==> src/hw/rtl/mtq_div.sv <==
// Pipelined restoring divider, one quotient bit per stage, LANES numerators
// over one shared divisor. The quotient must stay below 2^QW.
// All stages move together on en_i.
module mtq_div #(
  parameter int unsigned NW    = 35,
  parameter int unsigned DW    = 20,
  parameter int unsigned QW    = 15,
  parameter int unsigned LANES = 3,
  parameter int unsigned PW    = 3
) (
  input  logic                      clk_i,
  input  logic                      rst_ni,
  input  logic                      en_i,
  input  logic                      valid_i,
  input  logic [LANES-1:0][NW-1:0]  num_i,
  input  logic [DW-1:0]             den_i,
  input  logic [PW-1:0]             pay_i,
  output logic                      valid_o,
  output logic [LANES-1:0][QW-1:0]  quot_o,
  output logic [PW-1:0]             pay_o
);

  localparam int unsigned HW = NW - QW;
  localparam int unsigned RW = ((HW > DW) ? HW : DW) + 1;

  logic [LANES-1:0][RW-1:0] rem_q [QW];
  logic [LANES-1:0][QW-1:0] lo_q  [QW];
  logic [LANES-1:0][QW-1:0] quo_q [QW];
  logic [DW-1:0]            den_q [QW];
  logic [PW-1:0]            pay_q [QW];
  logic                     vld_q [QW];

  for (genvar g = 0; g < QW; g++) begin : g_stage
    logic [LANES-1:0][RW-1:0] rem_s, rem_n;
    logic [LANES-1:0][QW-1:0] lo_s, lo_n;
    logic [LANES-1:0][QW-1:0] quo_s, quo_n;
    logic [DW-1:0]            den_s;
    logic [PW-1:0]            pay_s;
    logic                     vld_s;

    if (g == 0) begin : g_first
      // Upper numerator part is below the divisor by the quotient bound
      always_comb begin
        for (int l = 0; l < LANES; l++) begin
          rem_s[l] = RW'(num_i[l][NW-1:QW]);
          lo_s[l]  = num_i[l][QW-1:0];
        end
      end
      assign quo_s = '0;
      assign den_s = den_i;
      assign pay_s = pay_i;
      assign vld_s = valid_i;
    end else begin : g_next
      assign rem_s = rem_q[g-1];
      assign lo_s  = lo_q[g-1];
      assign quo_s = quo_q[g-1];
      assign den_s = den_q[g-1];
      assign pay_s = pay_q[g-1];
      assign vld_s = vld_q[g-1];
    end

    // Shift in one numerator bit, subtract the divisor when it fits
    always_comb begin : c_step
      logic [RW-1:0] acc;
      logic [RW-1:0] dx;
      dx = RW'(den_s);
      for (int l = 0; l < LANES; l++) begin
        acc     = {rem_s[l][RW-2:0], lo_s[l][QW-1]};
        lo_n[l] = {lo_s[l][QW-2:0], 1'b0};
        if (acc >= dx) begin
          rem_n[l] = acc - dx;
          quo_n[l] = {quo_s[l][QW-2:0], 1'b1};
        end else begin
          rem_n[l] = acc;
          quo_n[l] = {quo_s[l][QW-2:0], 1'b0};
        end
      end
    end

    always_ff @(posedge clk_i or negedge rst_ni) begin
      if (!rst_ni) begin
        vld_q[g] <= 1'b0;
      end else if (en_i) begin
        vld_q[g] <= vld_s;
      end
    end

    always_ff @(posedge clk_i) begin
      if (en_i) begin
        rem_q[g] <= rem_n;
        lo_q[g]  <= lo_n;
        quo_q[g] <= quo_n;
        den_q[g] <= den_s;
        pay_q[g] <= pay_s;
      end
    end
  end

  assign valid_o = vld_q[QW-1];
  assign quot_o  = quo_q[QW-1];
  assign pay_o   = pay_q[QW-1];

endmodule

==> config.mk <==
export PLATFORM = sky130hd
export DESIGN_NAME = mtq_div
export DESIGN_NICKNAME = d
export VERILOG_FILES = /design/src/hw/rtl/mtq_div.sv
export SDC_FILE = /design/constraint.sdc
export NUM_CORES = 2
export LEC_CHECK = 0
export BUFFER_PORTS_ARGS = -buffer_cell sky130_fd_sc_hd__buf_4
export CORE_MARGIN = 1
export CORE_UTILIZATION = 40
export DETAILED_ROUTE_END_ITERATION = 10
export GPL_ROUTABILITY_DRIVEN = 1
export SLEW_MARGIN = 40
export SYNTH_ARGS = -nofsm -noshare
export SYNTH_HDL_FRONTEND = slang
export SYNTH_SLANG_ARGS = --single-unit
==> constraint.sdc <==
create_clock -name clk_i -period 5.4 [get_ports clk_i]
set_clock_uncertainty 0.15 [all_clocks]
set_input_delay 0.27 -clock clk_i [delete_from_list [all_inputs] [get_ports clk_i]]
set_output_delay 0.27 -clock clk_i [all_outputs]
set_load 0.02 [all_outputs]
==> metrics.md <==
| Metric | Value |
|---|---|
| Post-route DRC | `0` |
| CP peak stage delay | `approximately 0.57 ns` |
| 1st-pass router iterations | `8` |
| CP Launch Type | `flip-flop` |
| Reg power frac | `about 33%` |
| CP required | `5.89 ns` |
| Syn_nets | `10700` |
| XOR/XNOR Fraction of Synth Area | `~4.7%` |
| Peak supply drop | `330 uV` |
| P_sw | `roughly 30000 uW` |
| TritonCTS Buffers | `214` |
| Synth async-reset ratio | `less than 1%` |
| Synth Area in Compound Gates | `roughly 16%` |
| Via Count | `around 77000` |
| Setup TNS | `0 ns` |
| CTS sink count | `~1900` |
| Worst slew pin tran | `about 0.97 ns` |
| Largest family of logic cells by synthesized area | `compound AO/OA/AOI/OAI gates` |
| Number of global-route vias before repair | `74100` |
| Starting Density | `approximately two fifths` |
| Hold slack | `about 0.074 ns` |
| Yosys warning count | `0` |
| I/O pin count | `roughly 180` |
| #FFs+latches synth | `approximately 1900` |
| Root Driver | `clkbuf_16` |
| HPWL Detailed | `roughly 250 mm` |
| Fmax | `222 MHz` |
| Static Leakage | `around 0.05 uW` |
| Clk_lat worst skew | `~0.9 ns` |
| Util after Layout | `between 40% and 50%` |
| Critical path type | `reg2reg` |
| Share of cells above drive strength 1 | `a little under 10%` |
| Pwr Density | `between 600 and 700 nW/um^2` |
| Maxcap violations | `0` |
| Adder-cell share of the synthesized area | `11.2%` |
| Final Setup Violations | `0` |
| Vias/cell | `5.59` |
| Die area | `about 270000 um^2` |
| Post-Syn Area | `between 100000 and 150000 um^2` |
| Fin crit share | `between 80% and 90%` |
| Hold buffers post-CTS | `between 200 and 250` |
| Drt initial violations | `around 7000` |
| Row count | `190` |
| Die X | `about 520 um` |
| Critical Path AT | `4.98 ns` |
| Worst-path clk slew | `around 0.060 ns` |
| Simple-gate portion of the synthesized area | `10.9%` |
| TritonCTS clock tree | `yes` |
| Hold crit path type | `in2reg` |
| Setup bufs post-CTS | `0` |
| Post-cts sizing count | `0` |
| Status | `finished clean` |
| Non-filler instance count after layout | `13800` |
| RSZ-0062 raised after global routing | `false` |
| Placed Cells | `13200` |
| Nets | `about 11000` |
| Largest net degree at the start of global routing | `167` |
| Area delta synth->final | `14.3%` |
| Register area | `about 56000 um^2` |
| Switching Fraction | `40.2%` |
| Pint | `45200 uW` |
| Initial antenna violation count | `14` |
| Final-layout fill cell count | `approximately 24000` |
| Die Ht | `522 um` |
| CP max stage cell | `nand2_1` |
| Sequential area share after synthesis | `~51%` |
| GRT Total Usage | `23.3%` |
| Fin crit period | `approximately 4.5 ns` |
| Post-Syn Instances | `9586` |
| CTS Buffer Depth | `4` |
| Mux contribution to synthesized area | `approximately 3.4%` |
| Clock power share | `roughly a fifth` |
| I/O Buffers | `180` |
| Crit Path Max Fanout | `16` |
| Max Slew Vio Count | `0` |
| Top FF cell, synth | `edfxtp_1` |
| Grt ovf | `0` |
| Avg Inst Size Synth | `11.3 um^2` |
| CP endpoint kind | `flip-flop` |
| Detail Route Antenna Nets | `0` |
| Netlist cell types | `104` |
| Post-synth EDFFs | `~1800` |
| Placeable core region | `268000 um^2` |
| Depth of the CTS H-tree | `4` |
| Drt total wl | `324 mm` |
| Worst path cell trace | `ha_1, and3_1, nand4_1, o21bai_1, a2111oi_1, o211ai_1, nand2_1, buf_4, inv_2, o31ai_1` |
| Worst slew margin | `between 30% and 40%` |
| Area of the multi-input gates | `49700 um^2` |
| Routed len/inst | `23.4 um` |
| Comb pwr share | `47.1%` |
| First-pass GRT wire length | `about 480 mm` |
| RD Place Congestion | `0.958` |
| Hold Fails Final Rpt | `0` |
[cell usage after synthesis, types with 23 or more instances]
cell | count | area share, %
o21a_1 | 145 | 1.0
or2_2 | 28 | 0.16
a31o_2 | 25 | 0.20
o21ai_1 | 27 | 0.12
ha_1 | 900 | 10
nand2b_1 | 116 | 0.67
and4_1 | 26 | 0.21
or3_1 | 70 | 0.40
o41ai_1 | 23 | 0.19
nand3_1 | 175 | 0.81
xnor2_1 | 336 | 2.7
a2111oi_0 | 23 | 0.19
mux2i_1 | 36 | 0.33
a31oi_1 | 92 | 0.53
o31a_1 | 48 | 0.39
o31ai_1 | 93 | 0.65
and2_1 | 33 | 0.19
a211oi_1 | 79 | 0.55
and3_1 | 75 | 0.43
nor2_1 | 732 | 2.5
a21o_1 | 318 | 2.2
edfxtp_1 | 1840 | 51
o2111ai_1 | 23 | 0.19
nand4_1 | 116 | 0.67
o21ai_0 | 593 | 2.7
a21boi_0 | 41 | 0.28
nor2b_1 | 144 | 0.83
a211o_1 | 25 | 0.20
nor4_1 | 27 | 0.16
clkbuf_1 | 103 | 0.36
buf_2 | 67 | 0.31
o211ai_1 | 61 | 0.42
nand2_1 | 659 | 2.3
fa_1 | 42 | 0.78
nor3_1 | 170 | 0.79
a21oi_1 | 782 | 3.6
xor2_1 | 249 | 2.0
nor3b_1 | 30 | 0.21
inv_1 | 570 | 2.0
o21bai_1 | 49 | 0.34
mux2_2 | 278 | 2.9
[placed cells by master (no fill, tap or decap), types with 278 or more instances in the layout]
cell type and n:
a21o_1 318, a21oi_1 782, edfxtp_1 1840, ha_1 900, inv_1 568, mux2_2 278, nand2_1 658, nor2_1 732
o21ai_0 591, xnor2_1 336
[per-layer routing]
layer / global-route usage (%) / routed length (um) / vias to the layer above
met4: 8.50 / 12200 / 2
li1: - / - / 37200
met3: 3.83 / 18900 / 432
met1: 33.4 / 153000 / 37600
met2: 35.4 / 140000 / 2138
met5: 0 / 13 / -
[kinds of logic after synthesis]
| group | Yosys count |
|---|---|
| AO/OA/AOI/OAI | 2634 |
| AND/OR/NAND/NOR | 2473 |
| flip-flops | 1855 |
| adder cells (fa/ha/maj) | 942 |
| buffers and inverters | 767 |
| XOR/XNOR | 585 |
| multiplexers | 330 |
[metrics by stage]
| step | total power (uW) | instance area [um^2] | setup WS [ns] |
|---|---|---|---|
| 5_1_grt | 80200 | 124000 | 0.755 |
| 6_report | 75500 | 124000 | 0.905 |
| 3_5_place_dp | 60100 | 114000 | 1.18 |
| 2_1_floorplan | 48900 | 108000 | 2.15 |
| 3_3_place_gp | 59700 | 114000 | 1.14 |
| 4_1_cts | 75500 | 123000 | 1.11 |
[path summary, 6_finish.rpt]
check                                    from               end  slack, ns  cells past startpoint
worst max-delay path            rem_q[1][218]     rem_q[1][288]       0.90                     10
worst min-delay path                num_i[69]      rem_q[0][34]       0.07                      5
worst max register to register  rem_q[1][218]     rem_q[1][288]       0.90                     10
worst min register to register    lo_q[0][66]      lo_q[0][109]       0.26                      0
max in group asynchronous              rst_ni  g_stage[5].vld_s       4.37                      3
min in group asynchronous              rst_ni  g_stage[3].vld_s       0.32                      3
[power groups by stage]
stage / clock [uW] / sequential, uW / combinational [uW]
2_1_floorplan: 0 / 23400 / 25500
3_3_place_gp: 0 / 25600 / 34100
3_5_place_dp: 0 / 25500 / 34500
4_1_cts: 15200 / 25300 / 35000
5_1_grt: 15600 / 25600 / 39000
6_report: 14700 / 25200 / 35500
[layout make-up]
cell class | count | share of cell area, %
flip-flops and latches | 1855 | 45.0
multi-input cells | 6964 | 40.2
clock buffers | 239 | 4.42
repair buffers | 497 | 3.71
well taps | 3552 | 3.59
inverters | 578 | 1.75
clock inverters | 148 | 1.29
diodes | 5 | 0.0101
[critical path: cells and delay by family (launching register included)]
family / cells / cell delay, ns
buffers and inverters: 2 / 0.47
AO/OA/AOI/OAI: 4 / 1.57
AND/OR/NAND/NOR: 3 / 1.06
flip-flops: 1 / 0.48
adder cells (fa/ha/maj): 1 / 0.48
[registers in the layout, indices dropped and copies added (netlist names)]
register and flops:
den_q 280, quo_q 360, lo_q 315, rem_q 840
pay_q 45, valid_o 1, g_stage.vld_s 14
(Power assumes the default switching activity.)
