===== src/hw/rtl/mtq_isqrt.sv =====
// Pipelined integer square root, one root bit per stage, LANES in parallel.
// All stages move together on en_i.
module mtq_isqrt #(
  parameter int unsigned IW    = 40,
  parameter int unsigned LANES = 1,
  parameter int unsigned PW    = 8
) (
  input  logic                           clk_i,
  input  logic                           rst_ni,
  input  logic                           en_i,
  input  logic                           valid_i,
  input  logic [LANES-1:0][IW-1:0]       rad_i,
  input  logic [PW-1:0]                  pay_i,
  output logic                           valid_o,
  output logic [LANES-1:0][IW/2-1:0]     root_o,
  output logic [PW-1:0]                  pay_o
);

  localparam int unsigned OW = IW / 2;
  localparam int unsigned RW = OW + 3;

  logic [LANES-1:0][IW-1:0] rad_q  [OW];
  logic [LANES-1:0][RW-1:0] rem_q  [OW];
  logic [LANES-1:0][OW-1:0] root_q [OW];
  logic [PW-1:0]            pay_q  [OW];
  logic                     vld_q  [OW];

  for (genvar g = 0; g < OW; g++) begin : g_stage
    logic [LANES-1:0][IW-1:0] rad_s, rad_n;
    logic [LANES-1:0][RW-1:0] rem_s, rem_n;
    logic [LANES-1:0][OW-1:0] root_s, root_n;
    logic [PW-1:0]            pay_s;
    logic                     vld_s;

    if (g == 0) begin : g_first
      assign rad_s  = rad_i;
      assign rem_s  = '0;
      assign root_s = '0;
      assign pay_s  = pay_i;
      assign vld_s  = valid_i;
    end else begin : g_next
      assign rad_s  = rad_q[g-1];
      assign rem_s  = rem_q[g-1];
      assign root_s = root_q[g-1];
      assign pay_s  = pay_q[g-1];
      assign vld_s  = vld_q[g-1];
    end

    // Bring down two radicand bits, try subtracting 4*root+1
    always_comb begin : c_step
      logic [RW-1:0] acc;
      logic [RW-1:0] trial;
      for (int l = 0; l < LANES; l++) begin
        acc   = {rem_s[l][RW-3:0], rad_s[l][IW-1:IW-2]};
        trial = {1'b0, root_s[l], 2'b01};
        rad_n[l] = {rad_s[l][IW-3:0], 2'b00};
        if (acc >= trial) begin
          rem_n[l]  = acc - trial;
          root_n[l] = {root_s[l][OW-2:0], 1'b1};
        end else begin
          rem_n[l]  = acc;
          root_n[l] = {root_s[l][OW-2:0], 1'b0};
        end
      end
    end

    always_ff @(posedge clk_i or negedge rst_ni) begin
      if (!rst_ni) begin
        vld_q[g] <= 1'b0;
      end else if (en_i) begin
        vld_q[g] <= vld_s;
      end
    end

    always_ff @(posedge clk_i) begin
      if (en_i) begin
        rad_q[g]  <= rad_n;
        rem_q[g]  <= rem_n;
        root_q[g] <= root_n;
        pay_q[g]  <= pay_s;
      end
    end
  end

  assign valid_o = vld_q[OW-1];
  assign root_o  = root_q[OW-1];
  assign pay_o   = pay_q[OW-1];

endmodule


===== config.mk =====
export PLATFORM = sky130hd
export DESIGN_NAME = mtq_isqrt
export DESIGN_NICKNAME = d
export VERILOG_FILES = /design/src/hw/rtl/mtq_isqrt.sv
export SDC_FILE = /design/constraint.sdc
export NUM_CORES = 1
export LEC_CHECK = 0
export BUFFER_PORTS_ARGS = -buffer_cell sky130_fd_sc_hd__buf_2
export CAP_MARGIN = 20
export CORE_MARGIN = 10
export CORE_UTILIZATION = 45
export CTS_CLUSTER_SIZE = 24
export DETAILED_ROUTE_END_ITERATION = 8
export SLEW_MARGIN = 20
export SYNTH_ARGS = -nofsm -noshare
export SYNTH_HDL_FRONTEND = slang
export SYNTH_SLANG_ARGS = --single-unit
export TNS_END_PERCENT = 1

===== constraint.sdc =====
create_clock -name clk_i -period 5.9 [get_ports clk_i]
set_input_delay 0.59 -clock clk_i [delete_from_list [all_inputs] [get_ports clk_i]]
set_output_delay 0.59 -clock clk_i [all_outputs]
set_load 0.01 [all_outputs]

==> results of run 1 <==
-- cell type report --
type | instances | area share, %
Tap cell | 1488 | 3.25
Multi-Input combinational cell | 2186 | 26.1
Inverter | 289 | 1.89
Sequential cell | 1143 | 59.8
Clock buffer | 132 | 5.25
Clock inverter | 87 | 2.16
Timing Repair Buffer | 128 | 1.63
-- power breakdown --
part | switching [mW] | internal (mW) | leakage [nW]
clock | 3.14 | 4.79 | 2.04
sequential | 0.534 | 10.1 | 11.0
combinational | 1.83 | 1.36 | 8.30
-- metal layers --
metal / up-vias / share of wire, % / global-route usage, %
met5: - / 0 / 0
met1: 13500 / 47 / 19.6
met4: 0 / 2.6 / 4.74
met3: 156 / 4.3 / 2.17
met2: 570 / 46 / 22.2
li1: 14100 / - / -
-- cell families (layout without fill, tap and decap cells) --
kind of cell / Yosys count / after routing / share of synthesized area, %
and+or+nand+nor: 918 / 918 / 9.11
muxes: 63 / 63 / 1.38
xor gates and xnor gates: 286 / 286 / 4.97
other: 1 / 1 / 0.00742
buffers and inverters: 354 / 636 / 2.73
DFF: 1143 / 1143 / 67.7
AOI/OAI and AO/OA: 687 / 687 / 8.33
adders and majority gates: 231 / 231 / 5.72
-- cells in the mapped netlist, drive strengths merged (6+ instances only) --
cell | n | area (um^2)
clkbuf | 40 | 150
a41oi | 6 | 52.6
nand4b | 13 | 114
and3 | 10 | 62.6
dfrtp | 20 | 500
nand4 | 45 | 282
nor2b | 34 | 213
a21boi | 10 | 75.1
o21bai | 18 | 135
nor3 | 75 | 375
nand3 | 58 | 290
xor2 | 122 | 1070
nand2b | 40 | 250
nand3b | 15 | 125
xnor2 | 164 | 1440
ha | 231 | 2890
edfxtp | 1123 | 33700
mux2 | 54 | 608
o211ai | 12 | 90.1
o21a | 45 | 338
buf | 25 | 143
or2 | 8 | 50.1
o21ai | 205 | 1030
and2 | 15 | 93.8
or3 | 28 | 180
nand2 | 236 | 888
a31oi | 18 | 113
inv | 288 | 1080
and4 | 7 | 61.3
o31a | 7 | 61.3
a211oi | 30 | 240
o31ai | 20 | 150
nor2 | 230 | 873
nor4 | 60 | 394
a21oi | 220 | 1120
a21o | 35 | 263
a2111oi | 11 | 109
mux2i | 9 | 90.1
or4 | 20 | 154
nor3b | 14 | 105
-- sequential cells by signal, summed over array words and instances (netlist names) --
name / cells
g_stage.vld_s: 19
pay_q: 160
rad_q: 380
rem_q: 373
root_q: 210
valid_o: 1
-- worst max path at each step --
stage / startpoint / endpoint / slack [ns] / depth (start not counted)
6_report: root_q[4][20]$_DFFE_PP_ / rem_q[9][6]$_DFFE_PP_ / 2.31 / 9
5_1_grt: rem_q[8][3]$_DFFE_PP_ / rem_q[8][37]$_DFFE_PP_ / 2.10 / 9
4_1_cts: root_q[4][20]$_DFFE_PP_ / rem_q[9][6]$_DFFE_PP_ / 2.29 / 9
3_5_place_dp: root_q[4][20]$_DFFE_PP_ / rem_q[9][6]$_DFFE_PP_ / 2.32 / 9
3_3_place_gp: root_q[4][20]$_DFFE_PP_ / rem_q[9][7]$_DFFE_PP_ / 2.33 / 9
2_1_floorplan: rem_q[5][1]$_DFFE_PP_ / rem_q[5][28]$_DFFE_PP_ / 3.19 / 8
-- worst max-delay path: stages (launching register included) --
cell	delay [ns]
edfxtp_1	0.40
inv_1	0.06
ha_1	0.33
nand4_1	0.14
or4_1	0.62
o21ai_1	0.24
nor2b_1	0.15
o21a_1	0.18
inv_1	0.78
mux2_2	0.42
-- through the flow --
stage / std cells / hold slack (ns) / setup slack, ns
final: 5453 / 0.0550 / 2.31
after global routing: 5453 / 0.0184 / 2.10
after CTS: 5453 / 0.0000862 / 2.29
after detailed placement: 5205 / 0.405 / 2.32
after global placement: 5205 / 0.400 / 2.33
after floorplan: 3683 / 0.294 / 3.19
==> impl_metrics.toml, run 1 <==
[worst_hold_path]
hold_class = "input pin to register"
min_to = "rad_q[0][12]$_DFFE_PP_"
min_path_cells = 1
min_from = "rad_i[12]"

[final_layout]
layout_common_cells = "1,123 x edfxtp_1, 285 x inv_1, 235 x nand2_1"
areaGrowthSynthToFinish_pct = 13.4
fin_util_pct = 51.5
fin_area_um2 = 57300
seqCellArea_um2 = 34200
n_fill_cell = 9573
drive_gt1_share_pct = 9.56
antenna_cells = 0
layout.nets = 4149
multi_input_area_um2 = 14900
final_common_cell = "edfxtp_1"

[setup_path]
end_kind = "register"
rr_startpoint = "root_q[4][20]$_DFFE_PP_"
r2r-end = "rem_q[9][6]$_DFFE_PP_"
crit_arrival_ns = 4.07
r2r_setup_slack_ns = 2.31
required_ns = 6.37
ff2ff_path_depth = 9
cp_max_fo = 29
crit_type = "register to register"
cp-start-kind = "register"

[power_and_ir_drop]
vdd.ir_drop.worst_mv = 0.251
leakage_nw = 21.4
power.density_nw_per_um2 = 379
power_mw = 21.7

[placement]
port_buffers = 80
dpl-instance-area_um2 = 52700
gp_congestion = 0.839
hpwl_mm = 61.6

[floorplanning]
pin_count = 81
chipWidth_um = 355
fp-row-count = 122
die_h_um = 355
fp.dieArea_um2 = 126000
start_util_pct = 45.5
core-area_um2 = 111000

[synth]
syn_area_um2 = 50500
synth_cells = 3683
ys.flop_type = "edfxtp_1"
synth.distinct_cells = 83
ys_seq_area_share_pct = 67.7
ys_warn_count = 0
synth.net_count = 3966
async_flop_share_pct = 1.75
avgSynthCellArea_um2 = 13.7
synth_edf_count = 1123
ys_seq_elements = 1143

[detailed_routing]
wl_mm = 89.2
vias = 28300
wl_per_cell_um = 16.4
antenna_left = 0
vias_per_cell = 5.19
drc = 0
drt_first_pass_iters = 7
first_iter_violations = 2050

[sta]
final.setup.tns_ns = 0
tightest_slew_ns = 1.07
slew_headroom_pct = 28.7
layout_min_cycle_time_ns = 3.59
hold_viol_final = 0
report.final.slew_viol_count = 0
rsz0062_at_grt = "no"
min_period_over_period_pct = 60.9
setup-violations-final = 0
final.setup_skew_ns = 0.0277
clock.fmax_mhz = 278

[clock_tree]
h-tree-depth = 3
clk_pin_slew_ns = 0.06
cts_tree = "built"
cts-resized-gates = 0
cts_buffers = 118
clock_latency_ns = 0.73
clockBufferDepth = 3
ctsHoldBuffers = 29
cts_setup_buffers = 0
cts_sinks = 1143
root_buffer = "clkbuf_16"

[global_route]
gr-usage-all-layers_pct = 14.0
grt_max_degree = 167
antenna_found_initial = 0
grt_pass1_vias = 27700
grt_overflow = 0
grt_pass1_wl_mm = 145

[outcome]
run_status = "finished, final reports clean"

[run]
maxCapViolations = 0
Power figures use the tool's default switching activity.
==> inputs of run 2 (changes only) <==
Settings changed: ABC_AREA set to 1.
Clock period 5.9 ns to 3.5 ns, I/O delays scaled along.
==> impl_metrics.toml, run 2 <==
[outcome]
run_status = "finished, final reports clean"

[sta]
hold_viol_final = 0
hold-worst-slack_ns = 0.0938
tightest_slew_ns = 0.813
report.final.slew_viol_count = 0
clock.fmax_mhz = 369
final.setup_skew_ns = 0.0277
slew_headroom_pct = 45.8
final.setup.tns_ns = 0
layout_min_cycle_time_ns = 2.71
min_period_over_period_pct = 77.5
setup-violations-final = 0
rsz0062_at_grt = "no"
fin_ws_ns = 0.788

[synth]
ys_seq_area_share_pct = 60.8
synth.most_common_cell = "nand2_1"
synth_top_area_share_pct = 59.9
synth.net_count = 5950
ys_seq_elements = 1143
synth_top_cells_by_area = "edfxtp_1 60%, nand2_1 12%, inv_1 5.6%"
avgSynthCellArea_um2 = 9.94
async_flop_share_pct = 1.75
synth.distinct_cells = 54
yosysTopAreaCell = "edfxtp_1"
synth_cells = 5667
ys_warn_count = 0
syn_area_um2 = 56300
ys.flop_type = "edfxtp_1"
synth_edf_count = 1123
synth_common_cells = "1,726 x nand2_1, 1,123 x edfxtp_1, 842 x inv_1"

[clock_tree]
clock_latency_ns = 0.73
clk_pin_slew_ns = 0.06
root_buffer = "clkbuf_16"
cts_setup_buffers = 0
clockBufferDepth = 3
h-tree-depth = 3
cts_sinks = 1143
cts_tree = "built"
cts_buffers = 120

[power_and_ir_drop]
vdd.ir_drop.worst_mv = 0.469
power_mw = 36.0
leakage_nw = 27.2
power.density_nw_per_um2 = 569

[final_layout]
antenna_cells = 0
final_common_cell = "nand2_1"
fin_area_um2 = 63200
largest_reg_flops = 380
layout_common_cells = "1,726 x nand2_1, 1,123 x edfxtp_1, 842 x inv_1"
reg_top3 = "rad_q: 380 flops, rem_q: 373 flops, root_q: 210 flops"
largest-register = "rad_q"
fin_util_pct = 51.0
layout.nets = 6198
drive_gt1_share_pct = 7.60
n_fill_cell = 11300
areaGrowthSynthToFinish_pct = 12.2
finalNonFillerCells = 7652

[detailed_routing]
drc = 0
drt_first_pass_iters = 9
vias = 37400
wl_mm = 123
antenna_left = 0
vias_per_cell = 4.89
first_iter_violations = 2614
wl_per_cell_um = 16.1

[floorplanning]
pin_count = 81
fp.dieArea_um2 = 140000
core-area_um2 = 124000
fp-row-count = 129
chipWidth_um = 374
die_h_um = 374
start_util_pct = 45.4

[setup_path]
path_buf_inv = 4
critPathSlowestCell = "inv_1"
crit_arrival_ns = 3.26
crit_type = "register to register"
crit_top_cell = "nand2_1"
end_kind = "register"
cp_cell_sequence = "inv_1 -> ha_1 -> nand2_1 -> inv_1 -> nand2_1 -> inv_1 -> a21oi_1 -> nand2_1 -> nand2_1 -> nand2_2 -> inv_1 -> nand2_1 -> nand2_1"
slowest_delay_ns = 0.59
crit_family = "buffers and inverters"
cp_max_fo = 20
required_ns = 4.05
cp-start-kind = "register"

[global_route]
antenna_found_initial = 0
gr-usage-all-layers_pct = 17.4
grt_max_degree = 128
grt_overflow = 0
grt_pass1_wl_mm = 197
grt_pass1_vias = 36500

[run]
maxCapViolations = 0

[placement]
hpwl_mm = 92.2
placed_cells = 7379
gp_congestion = 0.896
dp_slack_ns = 0.806
port_buffers = 80
dpl-instance-area_um2 = 58800

[worst_hold_path]
hold_class = "input pin to async pin"
-- run 2: worst paths after layout --
kind	endpoint	from	cells past startpoint	slack (ns)
max in group asynchronous	g_stage[16].vld_s$_DFFE_PN0P_	rst_ni	2	3.09
setup reg to reg	rem_q[7][37]$_DFFE_PP_	root_q[3][52]$_DFFE_PP_	13	0.79
hold reg to reg	rad_q[6][66]$_DFFE_PP_	rad_q[6][26]$_DFFE_PP_	0	0.39
setup / recovery	rem_q[7][37]$_DFFE_PP_	root_q[3][52]$_DFFE_PP_	13	0.79
hold / removal	g_stage[5].vld_s$_DFFE_PN0P_	rst_ni	2	0.09
min in group clk_i	rad_q[0][1]$_DFFE_PP_	en_i	1	0.09
-- run 2: cell type report --
type                            count  area [um^2]  area share, %
Sequential cell                  1143        34200           54.1
Multi-Input combinational cell   3602        18400           29.1
Timing Repair Buffer              176         1400           2.21
Clock buffer                      145         3170           5.01
Clock inverter                     77          713           1.13
Tap cell                         1637         2050           3.24
Inverter                          872         3290           5.20
-- run 2: power breakdown --
part           internal, mW  switching, mW
clock network          7.13           5.28
logic                  2.09           3.97
registers              16.7          0.818
total                  25.9           10.1
-- run 2: repair_timing --
action,in CTS,in global routing
setup endpoints to repair,0,0
hold buffers,51,0
gates resized for setup,0,0
hold endpoints to repair,70,0
-- run 2: cells by family after synthesis --
kind of cell | after synthesis | share of synthesized area [%]
other | 1 | 0.00666
xor gates and xnor gates | 154 | 2.39
DFF | 1143 | 60.8
AOI/OAI and AO/OA | 443 | 4.35
and+or+nand+nor | 2773 | 20.8
buffers and inverters | 922 | 6.59
adders and majority gates | 231 | 5.13
-- run 2: metal layers --
metal | vias up | part of all wire (%) | GRT usage (%)
met5 | - | 0 | 0
met4 | 0 | 3.0 | 6.07
met3 | 188 | 4.5 | 2.56
met1 | 17300 | 46 | 23.0
met2 | 743 | 47 | 29.0
li1 | 19200 | - | -
==> inputs of run 3 (changes only) <==
Clock period 3.5 ns to 2.6 ns, I/O delays scaled along.
==> impl_metrics.toml, run 3 (same netlist as run 2, synthesis figures left out) <==
[setup_path]
rr_startpoint = "root_q[3][66]$_DFFE_PP_"
ff2ff_path_depth = 12
cp_max_fo = 10
r2r_setup_slack_ns = 0.19
crit_arrival_ns = 2.87
cp-startpoint = "root_q[3][66]$_DFFE_PP_"
required_ns = 3.06
r2r-end = "rem_q[8][15]$_DFFE_PP_"
critPathSlowestCell = "edfxtp_1"
endpoint = "rem_q[8][15]$_DFFE_PP_"
crit_top_cell = "nand2_1"
end_kind = "register"
slowest_delay_ns = 0.43
cp_cell_sequence = "inv_1 -> ha_1 -> nand2_1 -> nor2_1 -> inv_1 -> nor2_1 -> nand3_1 -> nand4_1 -> inv_2 -> buf_4 -> nand2_1 -> nand2_1"
cp-start-kind = "register"
crit_type = "register to register"

[global_route]
gr-usage-all-layers_pct = 17.4
grt_overflow = 0
grt_pass1_vias = 37200
grt_pass1_wl_mm = 197
met3_usage_pct = 2.47
grt_max_degree = 88
use_met1_pct = 23.0
antenna_found_initial = 0
top_usage_layer = "met2"
use_met2_pct = 29.4

[sta]
report.final.slew_viol_count = 0
final.setup.tns_ns = 0
clock.fmax_mhz = 415
final.setup_skew_ns = 0.0354
tightest_slew_ns = 0.861
hold-worst-slack_ns = 0.230
min_period_over_period_pct = 92.6
rsz0062_at_grt = "no"
layout_min_cycle_time_ns = 2.41
fin_ws_ns = 0.192
setup-violations-final = 0
slew_headroom_pct = 42.4
hold_viol_final = 0

[placement]
dp_slack_ns = 0.152
placed_cells = 7436
hpwl_mm = 93.3
gp_congestion = 0.923
port_buffers = 80

[detailed_routing]
wl_mm = 123
antenna_left = 0
drt_first_pass_iters = 7
drc = 0
wl_per_cell_um = 15.9
vias_per_cell = 4.90
first_iter_violations = 2478
vias = 37800

[floorplanning]
fp-row-count = 129
core-area_um2 = 124000
start_util_pct = 45.4
chipWidth_um = 374
pin_count = 81
fp.dieArea_um2 = 140000
die_h_um = 374

[clock_tree]
clockBufferDepth = 3
clock_latency_ns = 0.74
h-tree-depth = 3
cts_buffers = 119
cts_setup_buffers = 0
cts_tree = "built"
cts_sinks = 1143
root_buffer = "clkbuf_16"
clk_pin_slew_ns = 0.06

[final_layout]
finalNonFillerCells = 7712
layout.nets = 6256
largest_reg_flops = 380
layout_common_cells = "1,726 x nand2_1, 1,123 x edfxtp_1, 842 x inv_1"
drive_gt1_share_pct = 8.53
final_common_cell = "nand2_1"
areaGrowthSynthToFinish_pct = 13.4
largest-register = "rad_q"
reg_top3 = "rad_q: 380 flops, rem_q: 373 flops, root_q: 210 flops"
antenna_cells = 0

[power_and_ir_drop]
p_clk_share_pct = 35.0
swShare_pct = 27.7
p_switching_mw = 13.5
pwr-share-seq_pct = 48.1
power_frac_comb_pct = 16.9
power.density_nw_per_um2 = 766
internal_power_mw = 35.4
vdd.ir_drop.worst_mv = 0.636
leakage_nw = 27.6
power_mw = 49.0

[outcome]
run_status = "finished, final reports clean"

[run]
maxCapViolations = 0

[worst_hold_path]
min_from = "rad_i[21]"
hold_class = "input pin to register"
## run 3: cell count changes in the layout (fill, tap and decap cells not counted), sizes merged
cell and change:
clkbuf +6, dlygate4sd3 +2, bufinv +5, clkinv -10
buf +57
## run 3: final cells by class
class	instances	area (um^2)
clock buffer	151	3180
clock inverter	72	812
fill	11400	60100
timing repair buffer	235	1960
multi-input combinational	3602	18400
sequential	1143	34200
inverter	872	3290
tap	1637	2050
## run 3: timing repair
item                                    CTS  global route
gates resized for setup                   0             1
endpoints found under the hold margin    98             0
endpoints found under the setup margin    0             5
hold buffers                             53             0
## run 3: worst min-delay path by stage
stage	endpoint	cells after the start
global route	rad_q[0][21]$_DFFE_PP_	2
finish	rad_q[0][21]$_DFFE_PP_	2
detailed placement	g_stage[6].vld_s$_DFFE_PN0P_	1
floorplan	g_stage[10].vld_s$_DFFE_PN0P_	0
global placement	g_stage[6].vld_s$_DFFE_PN0P_	1
CTS	rad_q[0][22]$_DFFE_PP_	2
## run 3: critical path, delay by kind of cell (launching register included)
kind                       cells  cell delay, ns
buffers and inverters          4            0.42
adders and majority gates      1            0.35
and+or+nand+nor                7            0.96
DFF                            1            0.43
## run 3: power by group through the flow
stage                     clock network, mW  registers, mW  logic, mW
final                                  17.1           23.6       8.26
after global routing                   18.5           23.7       9.46
after CTS                              17.7           23.6       8.27
after detailed placement                  0           24.0       8.16
after global placement                    0           23.9       8.10
after floorplan                           0           23.4       5.80
## run 3: through the flow
| step | cell area, um^2 | util [%] |
|---|---|---|
| detailed placement | 59400 | 47.9 |
| floorplan | 56300 | - |
| global placement | 59400 | 47.9 |
| global route | 63900 | 51.6 |
| CTS | 63900 | 51.5 |
| finish | 63900 | 51.6 |
## run 3: layer usage
metal | part of all wire [%] | vias to the layer above
li1 | - | 19400
met1 | 46 | 17500
met2 | 48 | 744
met3 | 4.3 | 176
met4 | 2.4 | 0
met5 | 0 | -
